$ cat config.mk
export PLATFORM = sky130hd
export DESIGN_NAME = lfu_cache_policy
export DESIGN_NICKNAME = d
export VERILOG_FILES = /design/src/lcp_pkg.sv /design/src/lcp_front.sv /design/src/lcp_back.sv /design/src/lfu_cache_policy.sv
export SDC_FILE = /design/constraint.sdc
export NUM_CORES = 2
export LEC_CHECK = 0
export BUFFER_PORTS_ARGS = -buffer_cell sky130_fd_sc_hd__buf_2
export CAP_MARGIN = 20
export CELL_PAD_IN_SITES_DETAIL_PLACEMENT = 1
export CELL_PAD_IN_SITES_GLOBAL_PLACEMENT = 1
export CORE_UTILIZATION = 55
export DETAILED_ROUTE_END_ITERATION = 16
export PLACE_DENSITY = 0.84
export RECOVER_POWER = 50
export SLEW_MARGIN = 30
export SYNTH_ARGS = -nofsm -noshare
export SYNTH_HDL_FRONTEND = slang
export SYNTH_SLANG_ARGS = --single-unit
$ cat constraint.sdc
create_clock -name clk -period 17.2 [get_ports clk]
set_input_delay 3.44 -clock clk [delete_from_list [all_inputs] [get_ports clk]]
set_output_delay 3.44 -clock clk [all_outputs]
set_load 0.01 [all_outputs]
$ cat src/lcp_pkg.sv
package lcp_pkg;

	localparam int CAP     = 16;
	localparam int IDX_W   = $clog2(CAP);
	localparam int CNT_W   = $clog2(CAP + 1);
	localparam int Q_DEPTH = 2;

	localparam logic ACT_GET = 1'b0;
	localparam logic ACT_PUT = 1'b1;

	typedef struct packed {
		logic              action;
		logic signed [31:0] key;
		logic signed [31:0] data_in;
	} req_t;

	typedef struct packed {
		logic              hit;
		logic signed [31:0] data_out;
		logic              evicted;
		logic signed [31:0] evicted_key;
	} rsp_t;

	// Handshake between the request queue and the back end.
	typedef struct packed {
		logic avail;
		req_t head;
	} q_head_t;

endpackage

$ cat src/lcp_front.sv
module lcp_front (
	input  logic          clk,
	input  logic          arst_n,
	input  logic          in_valid,
	output logic          in_stall,
	input  lcp_pkg::req_t in_data,
	input  logic          pop,
	output lcp_pkg::q_head_t q_head
);
	import lcp_pkg::*;

	req_t         mem_q [Q_DEPTH];
	logic [0:0]   wr_ptr_q, rd_ptr_q;
	logic [1:0]   count_q;
	logic         push, do_pop;

	assign in_stall    = (count_q == 2'(Q_DEPTH));
	assign push        = in_valid && !in_stall;
	assign do_pop      = pop && (count_q != 2'd0);
	assign q_head.avail = (count_q != 2'd0);
	assign q_head.head  = mem_q[rd_ptr_q];

	always_ff @(posedge clk) begin
		if (push) begin
			mem_q[wr_ptr_q] <= in_data;
		end
	end

	always_ff @(posedge clk or negedge arst_n) begin
		if (!arst_n) begin
			wr_ptr_q <= '0;
			rd_ptr_q <= '0;
			count_q  <= '0;
		end else begin
			if (push) wr_ptr_q <= wr_ptr_q + 1'b1;
			if (do_pop) rd_ptr_q <= rd_ptr_q + 1'b1;
			count_q <= count_q + 2'(push) - 2'(do_pop);
		end
	end

	a_count_bound: assert property (@(posedge clk) disable iff (!arst_n)
		count_q <= 2'(Q_DEPTH)) else $error("request queue overfilled");
	a_ptr_gap: assert property (@(posedge clk) disable iff (!arst_n)
		(count_q == 2'd1) |-> (wr_ptr_q != rd_ptr_q)) else $error("queue pointers disagree");
	a_full_gap: assert property (@(posedge clk) disable iff (!arst_n)
		(count_q == 2'(Q_DEPTH)) |-> (wr_ptr_q == rd_ptr_q)) else $error("queue full mismatch");

endmodule

$ cat src/lcp_back.sv
module lcp_back (
	input  logic             clk,
	input  logic             arst_n,
	input  lcp_pkg::q_head_t q_head,
	output logic             pop,
	input  logic [4:0]       capacity,
	output logic             out_valid,
	input  logic             out_stall,
	output lcp_pkg::rsp_t    out_data
);
	import lcp_pkg::*;

	typedef enum logic [1:0] {S_IDLE, S_SCAN, S_APPLY} state_t;

	state_t             state_q;
	req_t               req_q;
	logic [IDX_W-1:0]   idx_q;

	logic               valid_q [CAP];
	logic [IDX_W-1:0]   rank_q  [CAP];
	logic [31:0]        key_q   [CAP];
	logic [31:0]        val_q   [CAP];
	logic [31:0]        cnt_q   [CAP];

	logic               m_found_q, free_found_q, v_found_q;
	logic [IDX_W-1:0]   m_idx_q, free_idx_q, v_idx_q;
	logic [IDX_W-1:0]   m_rank_q, v_rank_q;
	logic [31:0]        m_val_q, v_cnt_q, v_key_q;
	logic [CNT_W-1:0]   used_q;

	logic               out_valid_q;
	rsp_t               out_q;

	logic [CNT_W-1:0]   eff;
	logic               can_fire, fire, is_put, do_touch, do_ins, need_ev, ev, do_wr;
	logic [IDX_W-1:0]   slot;
	logic               better;
	rsp_t               rsp;

	assign eff      = (capacity > 5'(CAP)) ? CNT_W'(CAP) : CNT_W'(capacity);
	assign can_fire = !out_valid_q || !out_stall;
	assign fire     = (state_q == S_APPLY) && can_fire;
	assign is_put   = (req_q.action == ACT_PUT);
	assign do_touch = m_found_q && (!is_put || eff != '0);
	assign do_ins   = is_put && (eff != '0) && !m_found_q;
	assign need_ev  = (used_q >= eff) || !free_found_q;
	assign ev       = do_ins && need_ev && v_found_q;
	assign do_wr    = do_ins && (!need_ev || v_found_q);
	assign slot     = need_ev ? v_idx_q : free_idx_q;
	assign pop      = (state_q == S_IDLE) && q_head.avail;

	assign better = !v_found_q || (cnt_q[idx_q] < v_cnt_q) ||
	                ((cnt_q[idx_q] == v_cnt_q) && (rank_q[idx_q] > v_rank_q));

	always_comb begin
		rsp.hit         = m_found_q;
		rsp.data_out    = is_put ? 32'sd0 : (m_found_q ? $signed(m_val_q) : -32'sd1);
		rsp.evicted     = ev;
		rsp.evicted_key = ev ? $signed(v_key_q) : 32'sd0;
	end

	assign out_valid = out_valid_q;
	assign out_data  = out_q;

	// Sequencer: one entry examined per cycle, then an update step that waits until the output register frees.
	always_ff @(posedge clk or negedge arst_n) begin
		if (!arst_n) begin
			state_q     <= S_IDLE;
			idx_q       <= '0;
			out_valid_q <= 1'b0;
		end else begin
			if (fire) begin
				out_valid_q <= 1'b1;
			end else if (!out_stall) begin
				out_valid_q <= 1'b0;
			end
			case (state_q)
				S_IDLE: begin
					if (q_head.avail) begin
						state_q <= S_SCAN;
						idx_q   <= '0;
					end
				end
				S_SCAN: begin
					idx_q <= idx_q + 1'b1;
					if (idx_q == IDX_W'(CAP - 1)) state_q <= S_APPLY;
				end
				S_APPLY: begin
					if (can_fire) begin
						state_q <= S_IDLE;
					end
				end
				default: state_q <= S_IDLE;
			endcase
		end
	end

	always_ff @(posedge clk) begin
		if (pop) begin
			req_q        <= q_head.head;
			m_found_q    <= 1'b0;
			free_found_q <= 1'b0;
			v_found_q    <= 1'b0;
			used_q       <= '0;
		end
		if (state_q == S_SCAN) begin
			if (valid_q[idx_q]) begin
				used_q <= used_q + 1'b1;
				if (!m_found_q && key_q[idx_q] == req_q.key) begin
					m_found_q <= 1'b1;
					m_idx_q   <= idx_q;
					m_val_q   <= val_q[idx_q];
					m_rank_q  <= rank_q[idx_q];
				end
				if (better) begin
					v_found_q <= 1'b1;
					v_idx_q   <= idx_q;
					v_cnt_q   <= cnt_q[idx_q];
					v_rank_q  <= rank_q[idx_q];
					v_key_q   <= key_q[idx_q];
				end
			end else if (!free_found_q) begin
				free_found_q <= 1'b1;
				free_idx_q   <= idx_q;
			end
		end
		if (fire) out_q <= rsp;
		if (fire && do_touch) begin
			if (is_put) val_q[m_idx_q] <= req_q.data_in;
			if (cnt_q[m_idx_q] != 32'hFFFF_FFFF) cnt_q[m_idx_q] <= cnt_q[m_idx_q] + 32'd1;
		end
		if (fire && do_wr) begin
			key_q[slot] <= req_q.key;
			val_q[slot] <= req_q.data_in;
			cnt_q[slot] <= 32'd1;
		end
	end

	// Recency lanes: every entry updates its own rank in parallel.
	always_ff @(posedge clk or negedge arst_n) begin
		if (!arst_n) begin
			for (int i = 0; i < CAP; i++) begin
				valid_q[i] <= 1'b0;
				rank_q[i]  <= '0;
			end
		end else if (fire) begin
			for (int i = 0; i < CAP; i++) begin
				if (do_touch) begin
					if (IDX_W'(i) == m_idx_q) begin
						rank_q[i] <= '0;
					end else if (valid_q[i] && rank_q[i] < m_rank_q) begin
						rank_q[i] <= rank_q[i] + 1'b1;
					end
				end else if (do_wr) begin
					if (IDX_W'(i) == slot) begin
						rank_q[i]  <= '0;
						valid_q[i] <= 1'b1;
					end else if (valid_q[i] && !(ev && rank_q[i] > v_rank_q)) begin
						rank_q[i] <= rank_q[i] + 1'b1;
					end
				end
			end
		end
	end

	a_evict_on_miss: assert property (@(posedge clk) disable iff (!arst_n)
		(out_valid_q && out_q.evicted) |-> !out_q.hit) else $error("eviction on a hit");
	a_scan_start: assert property (@(posedge clk) disable iff (!arst_n)
		$rose(state_q == S_SCAN) |-> (idx_q == '0)) else $error("scan began mid-table");
	a_hold: assert property (@(posedge clk) disable iff (!arst_n)
		(out_valid_q && out_stall) |=> out_valid_q) else $error("result dropped under stall");

endmodule

$ cat src/lfu_cache_policy.sv
// LFU cache policy table with least-recently-touched tie-break.
// Requests arrive on in_valid/in_stall carrying in_data (action, key,
// data_in); a request is taken on a clock edge with in_valid high and
// in_stall low. Each request yields exactly one response on
// out_valid/out_stall carrying out_data (hit, data_out, evicted,
// evicted_key), in request order.
// The capacity register is written on cfg_valid and cfg_ready; cfg_ready is
// always high, and the register should be written only while the block is idle.
// A two-entry request queue sits in front of the table sequencer, so requests
// are taken while the sequencer works on an earlier one.
// Each request is taken from the queue, then each of the 16 table entries is
// examined in turn for the match and victim scan, and an update step applies it.
// If the receiver stalls, the response is held in the output register; the
// next request still scans, but waits in its update cycle until the
// output register frees.
// Reset (arst_n low) empties the table and the queue and sets capacity to 16.
module lfu_cache_policy (
	input  logic          clk,
	input  logic          arst_n,
	input  logic          in_valid,
	output logic          in_stall,
	input  lcp_pkg::req_t in_data,
	output logic          out_valid,
	input  logic          out_stall,
	output lcp_pkg::rsp_t out_data,
	input  logic          cfg_valid,
	output logic          cfg_ready,
	input  logic [4:0]    cfg_data
);
	import lcp_pkg::*;

	q_head_t    q_head;
	logic       pop;
	logic [4:0] capacity_q;

	assign cfg_ready = 1'b1;

	// The capacity register; values above the table size are clipped in the back end.
	always_ff @(posedge clk or negedge arst_n) begin
		if (!arst_n) begin
			capacity_q <= 5'(CAP);
		end else if (cfg_valid && cfg_ready) begin
			capacity_q <= cfg_data;
		end
	end

	lcp_front u_front (
		.clk      (clk),
		.arst_n   (arst_n),
		.in_valid (in_valid),
		.in_stall (in_stall),
		.in_data  (in_data),
		.pop      (pop),
		.q_head   (q_head)
	);

	lcp_back u_back (
		.clk       (clk),
		.arst_n    (arst_n),
		.q_head    (q_head),
		.pop       (pop),
		.capacity  (capacity_q),
		.out_valid (out_valid),
		.out_stall (out_stall),
		.out_data  (out_data)
	);

endmodule
==> parameters.txt <==
Parameter                              Value

Run status
  Status ... complete, but fails checks
  Violations in the final reports ... max-capacitance violations, max-slew violations

Cells and area
  Proportion of layout cells with a drive suffix above 1 ... 18.39%
  Final layout net count ... ~5300
  Most common cell after layout, fill and taps aside ... sky130_fd_sc_hd__edfxtp_1
  Area growth from synthesis to final layout ... 11.49%
  Final core utilization ... between 60% and 70%
  Area taken by flip-flops and latches ... 60100 µm²
  Total of fill cells in the finished design ... 13410
  Area occupied by multi-input gates ... 25280 µm²
  Most used cells in the layout excluding fill and tap cells ... sky130_fd_sc_hd__edfxtp_1, sky130_fd_sc_hd__mux2i_1, sky130_fd_sc_hd__mux4_2, sky130_fd_sc_hd__clkbuf_16, sky130_fd_sc_hd__o21ai_0

Logic synthesis
  Register bit total from synthesis ... 2021
  Number of standard cells after synthesis ... 4881
  Sequential area share after synthesis ... 69.39%
  Post-synthesis async set-or-reset flop share ... 4.750%
  Avg Cell Area, Syn ... between 15 and 20 µm²
  Yosys synthesis warning count ... 0
  Number of nets produced by synthesis ... around 5100
  Number of enable-type register cells in the synthesized netlist ... about 1900
  Most instantiated flip-flop cell in the synthesis netlist ... sky130_fd_sc_hd__edfxtp_1
  Cell variety after synth ... slightly above 80
  Netlist Area Pre-Place ... 86600 µm²

Global routing
  Residual overflow from global routing ... 0
  Number of antenna violations at the first check in global routing ... 6
  Wire length of the first global-routing pass ... 370.8 mm
  Total routing usage reported by global routing ... 32.19%
  Vias in the first global route ... 54230
  Largest net degree at the start of global routing ... 130

Worst setup path
  Number of buffers and inverters on the critical path ... 3
  Critical path arrival ... 12.56 ns
  Kind of capture point of the worst setup path ... flip-flop
  Worst-path fanout max ... 52
  Kind of critical path ... flip-flop to flip-flop
  Element type at the critical path start ... flip-flop
  Kind of cell with the highest combined delay on the critical path ... buffers and inverters
  Required time worst endpoint ... approximately 18 ns
  Cell type of the slowest stage on the worst timing path ... sky130_fd_sc_hd__clkbuf_1
  Most numerous cell on the critical path ... sky130_fd_sc_hd__a21o_1
  Critical path cell sequence ... clkbuf_1 -> clkbuf_1 -> mux4_2 -> a22oi_1 -> nand2_1 -> ha_1 -> a21o_1 -> a21o_1 -> a21oi_1 -> o21ai_0 -> a21o_1 -> a211oi_1 -> o211ai_1 -> a21oi_4 -> buf_4
  Slowest cell delay on critical path ... 3.41 ns

Power
  Portion of total power attributed to combinational logic ... 27.6%
  Cell-internal power ... 9.977 mW
  Total power per unit cell area ... 153.5 nW/µm²
  Static power due to leakage ... 33.02 nW
  Net Sw Power ... about 4.8 mW
  Clock share of power ... 30.1%
  Fraction of power consumed by sequential logic ... between 40% and 50%
  Worst supply voltage drop on vdd ... around 140 µV
  Fraction of power spent switching nets ... 32.68%

Routing
  Final wirelength ... 255.2 mm
  Count of vias placed by the detailed router ... 50950
  Drc violations ... 0
  Per-cell via count in the routed design ... 6.968
  Antenna Violating Nets Remaining ... 0
  First-pass detailed-route iteration total ... 6
  WL/cell ... 34.90 µm
  Iteration-0 DRC count of the detailed router ... 5999

Die
  Die outline area ... between 150000 and 200000 µm²
  Standard-cell row count ... 145
  Number of ports placed on the die boundary ... approximately 140
  Core area ... 156200 µm²
  Starting utilization of the core area ... 55.44%
  Floorplan die width ... 398.8 µm
  Die Ht ... 398.8 µm

STA
  Max Clk Rate ... 82.49 MHz
  Post-layout minimum cycle time ... around 12 ns
  Headroom to the max-slew limit ... -234.4%
  TNS Setup ... 0 ns
  Worst Max-Slew Pin Slew ... 5.016 ns
  Unrepaired setup endpoints after global routing ... false
  Final number of setup-violating endpoints ... 0
  Number of pins exceeding their max-slew limit in the final report ... 921
  Final clock skew ... 0.05664 ns
  Period Utilization, post-route ... 70.48%
  Hold violation total from the final report ... 0
  Crit path setup slack, layout ... 5.078 ns

Placement
  Final weighted congestion in routability-driven placement ... 0.8324
  Placement-stage worst setup slack ... 9.109 ns
  Count of buffers inserted at the top-level ports ... 142
  Post-DP HPWL ... around 140 mm

Clock tree
  Clock Latency Late Sink ... ~0.85 ns
  Total number of clock tree sinks ... between 2000 and 2500
  Clock tree root driver cell ... sky130_fd_sc_hd__clkbuf_16
  Clock transition at the register clock pins on the worst setup and hold paths after CTS ... roughly 0.07 ns
  CTS tree ... yes
  Number of clock buffers inserted by TritonCTS ... ~200
  CTS Buffer Depth ... 3
  Cts repair resizes ... 0
  Postcts setup bufs ... 0
  CTS Hold Buffers Added ... 0
  Maximum level of the CTS H-tree ... 4

Job
  Number of max-cap violations ... 24

Worst hold path
  Kind of path behind the tightest hold check ... flip-flop to flip-flop
-- path summary, 6_finish.rpt --
path	from	to	slack, ns	cells past startpoint
min	u_back.valid_q[2]$_DFFE_PN0P_	u_back.valid_q[2]$_DFFE_PN0P_	0.52	1
min in group asynchronous	arst_n	u_front.count_q[1]$_DFF_PN0_	3.51	1
max reg2reg	u_back.idx_q[1]$_DFFE_PN0P_	u_back.v_key_q[26]$_DFFE_PP_	5.08	15
max	u_back.idx_q[1]$_DFFE_PN0P_	u_back.v_key_q[26]$_DFFE_PP_	5.08	15
min reg2reg	u_back.valid_q[2]$_DFFE_PN0P_	u_back.valid_q[2]$_DFFE_PN0P_	0.52	1
max in group asynchronous	arst_n	u_back.valid_q[5]$_DFFE_PN0P_	9.64	2
-- area by class of cell --
| cell class | instances | share of cell area (%) |
|---|---|---|
| well taps | 2058 | 2.667 |
| flip-flops and latches | 2021 | 62.25 |
| repair buffers | 249 | 1.597 |
| clock inverters | 129 | 1.354 |
| multi-input cells | 2479 | 26.19 |
| clock buffers | 237 | 5.403 |
| diodes | 3 | 0.007776 |
| inverters | 137 | 0.5365 |
-- logic make-up (layout without fill, tap and decap cells) --
logic type      Yosys count  after routing  share of synthesized area (%)
flops                  2021           2021                          69.39
mux                     853            853                          15.69
compound gates          738            738                          5.977
simple gates            638            638                          3.738
buf+inv                 381            752                          1.929
fa+ha+maj               174            174                          2.514
xor+xnor                 75             75                         0.7585
other cells               1              4                       0.004330
-- power by group through the flow --
stage               Sequential, mW  Clock (mW)  Combinational [mW]
global placement              6.30           0                3.62
finish                        6.27        4.46                4.10
detailed placement            6.34           0                3.84
CTS                           6.25        4.48                3.99
global route                  6.28        4.62                4.31
floorplan                     6.16           0                2.65
-- routing by layer --
metal | wire [µm] | GRT usage, %
met3 | 21220 | 5.282
met4 | 12510 | 14.85
met1 | 93670 | 40.96
met2 | 127800 | 54.36
met5 | 13 | 0
-- worst register-to-register path, delay by kind of cell (launching register included) --
family                     cells  cell delay [ns]
and+or+nand+nor                1             0.11
DFF                            1             2.04
adders and majority gates      1             0.34
buffers and inverters          3             6.34
AOI/OAI and AO/OA              9             2.30
muxes                          1             0.51
-- registers in the layout, summed over array words and instances, names as in the netlist, 2 cells and up, named ones only --
name	count
u_back.v_cnt_q	32
u_back.m_rank_q	4
capacity_q	5
u_back.used_q	5
u_back.v_key_q	32
u_back.m_val_q	32
u_back.req_q	64
u_back.v_rank_q	4
u_back.state_q	2
u_back.rank_q	64
u_back.v_idx_q	4
u_front.count_q	2
u_front.mem_q	130
u_back.valid_q	16
u_back.idx_q	4
u_back.cnt_q	512
u_back.key_q	512
u_back.m_idx_q	4
u_back.out_data	66
u_back.val_q	512
u_back.free_idx_q	4
-- cells in the mapped netlist (16+ instances only) --
library cell               instances  area, µm²
sky130_fd_sc_hd__and3_1           43      269.0
sky130_fd_sc_hd__inv_1           135      506.7
sky130_fd_sc_hd__nor3_1           26      130.1
sky130_fd_sc_hd__o21a_1           20      150.1
sky130_fd_sc_hd__nand3_1          96      480.5
sky130_fd_sc_hd__buf_2            47      235.2
sky130_fd_sc_hd__nor2_1          114      427.9
sky130_fd_sc_hd__buf_1            44      165.2
sky130_fd_sc_hd__nand2_1         166      623.1
sky130_fd_sc_hd__mux2_2           79      889.6
sky130_fd_sc_hd__a22oi_1          97      728.2
sky130_fd_sc_hd__dfrtp_1          95       2377
sky130_fd_sc_hd__xor2_1           51      446.7
sky130_fd_sc_hd__nor2b_1          46      287.8
sky130_fd_sc_hd__a21boi_0         18      135.1
sky130_fd_sc_hd__a21o_1           35      262.8
sky130_fd_sc_hd__o21ai_0         188      940.9
sky130_fd_sc_hd__buf_4            17      127.6
sky130_fd_sc_hd__mux4_2          361       8130
sky130_fd_sc_hd__ha_1            174       2177
sky130_fd_sc_hd__mux2i_1         382       3824
sky130_fd_sc_hd__clkbuf_1        125      469.2
sky130_fd_sc_hd__mux4_1           19      499.2
sky130_fd_sc_hd__edfxtp_1       1913      57450
sky130_fd_sc_hd__nand2b_1         46      287.8
sky130_fd_sc_hd__nand4_1          16      100.1
sky130_fd_sc_hd__a221oi_1        166       1454
sky130_fd_sc_hd__a21oi_1          92      460.4
sky130_fd_sc_hd__xnor2_1          24      210.2
-- per-stage QoR --
stage	cell area (µm²)	power (mW)	cells	hold WS (ns)
2_1_floorplan	86600	8.810	4881	0.4064
3_3_place_gp	89980	9.920	6936	0.4690
3_5_place_dp	90170	10.18	6942	0.4818
4_1_cts	96690	14.71	7308	0.5077
5_1_grt	96540	15.21	7310	0.5296
6_report	96550	14.82	7313	0.5201
(Power assumes the default switching activity.)
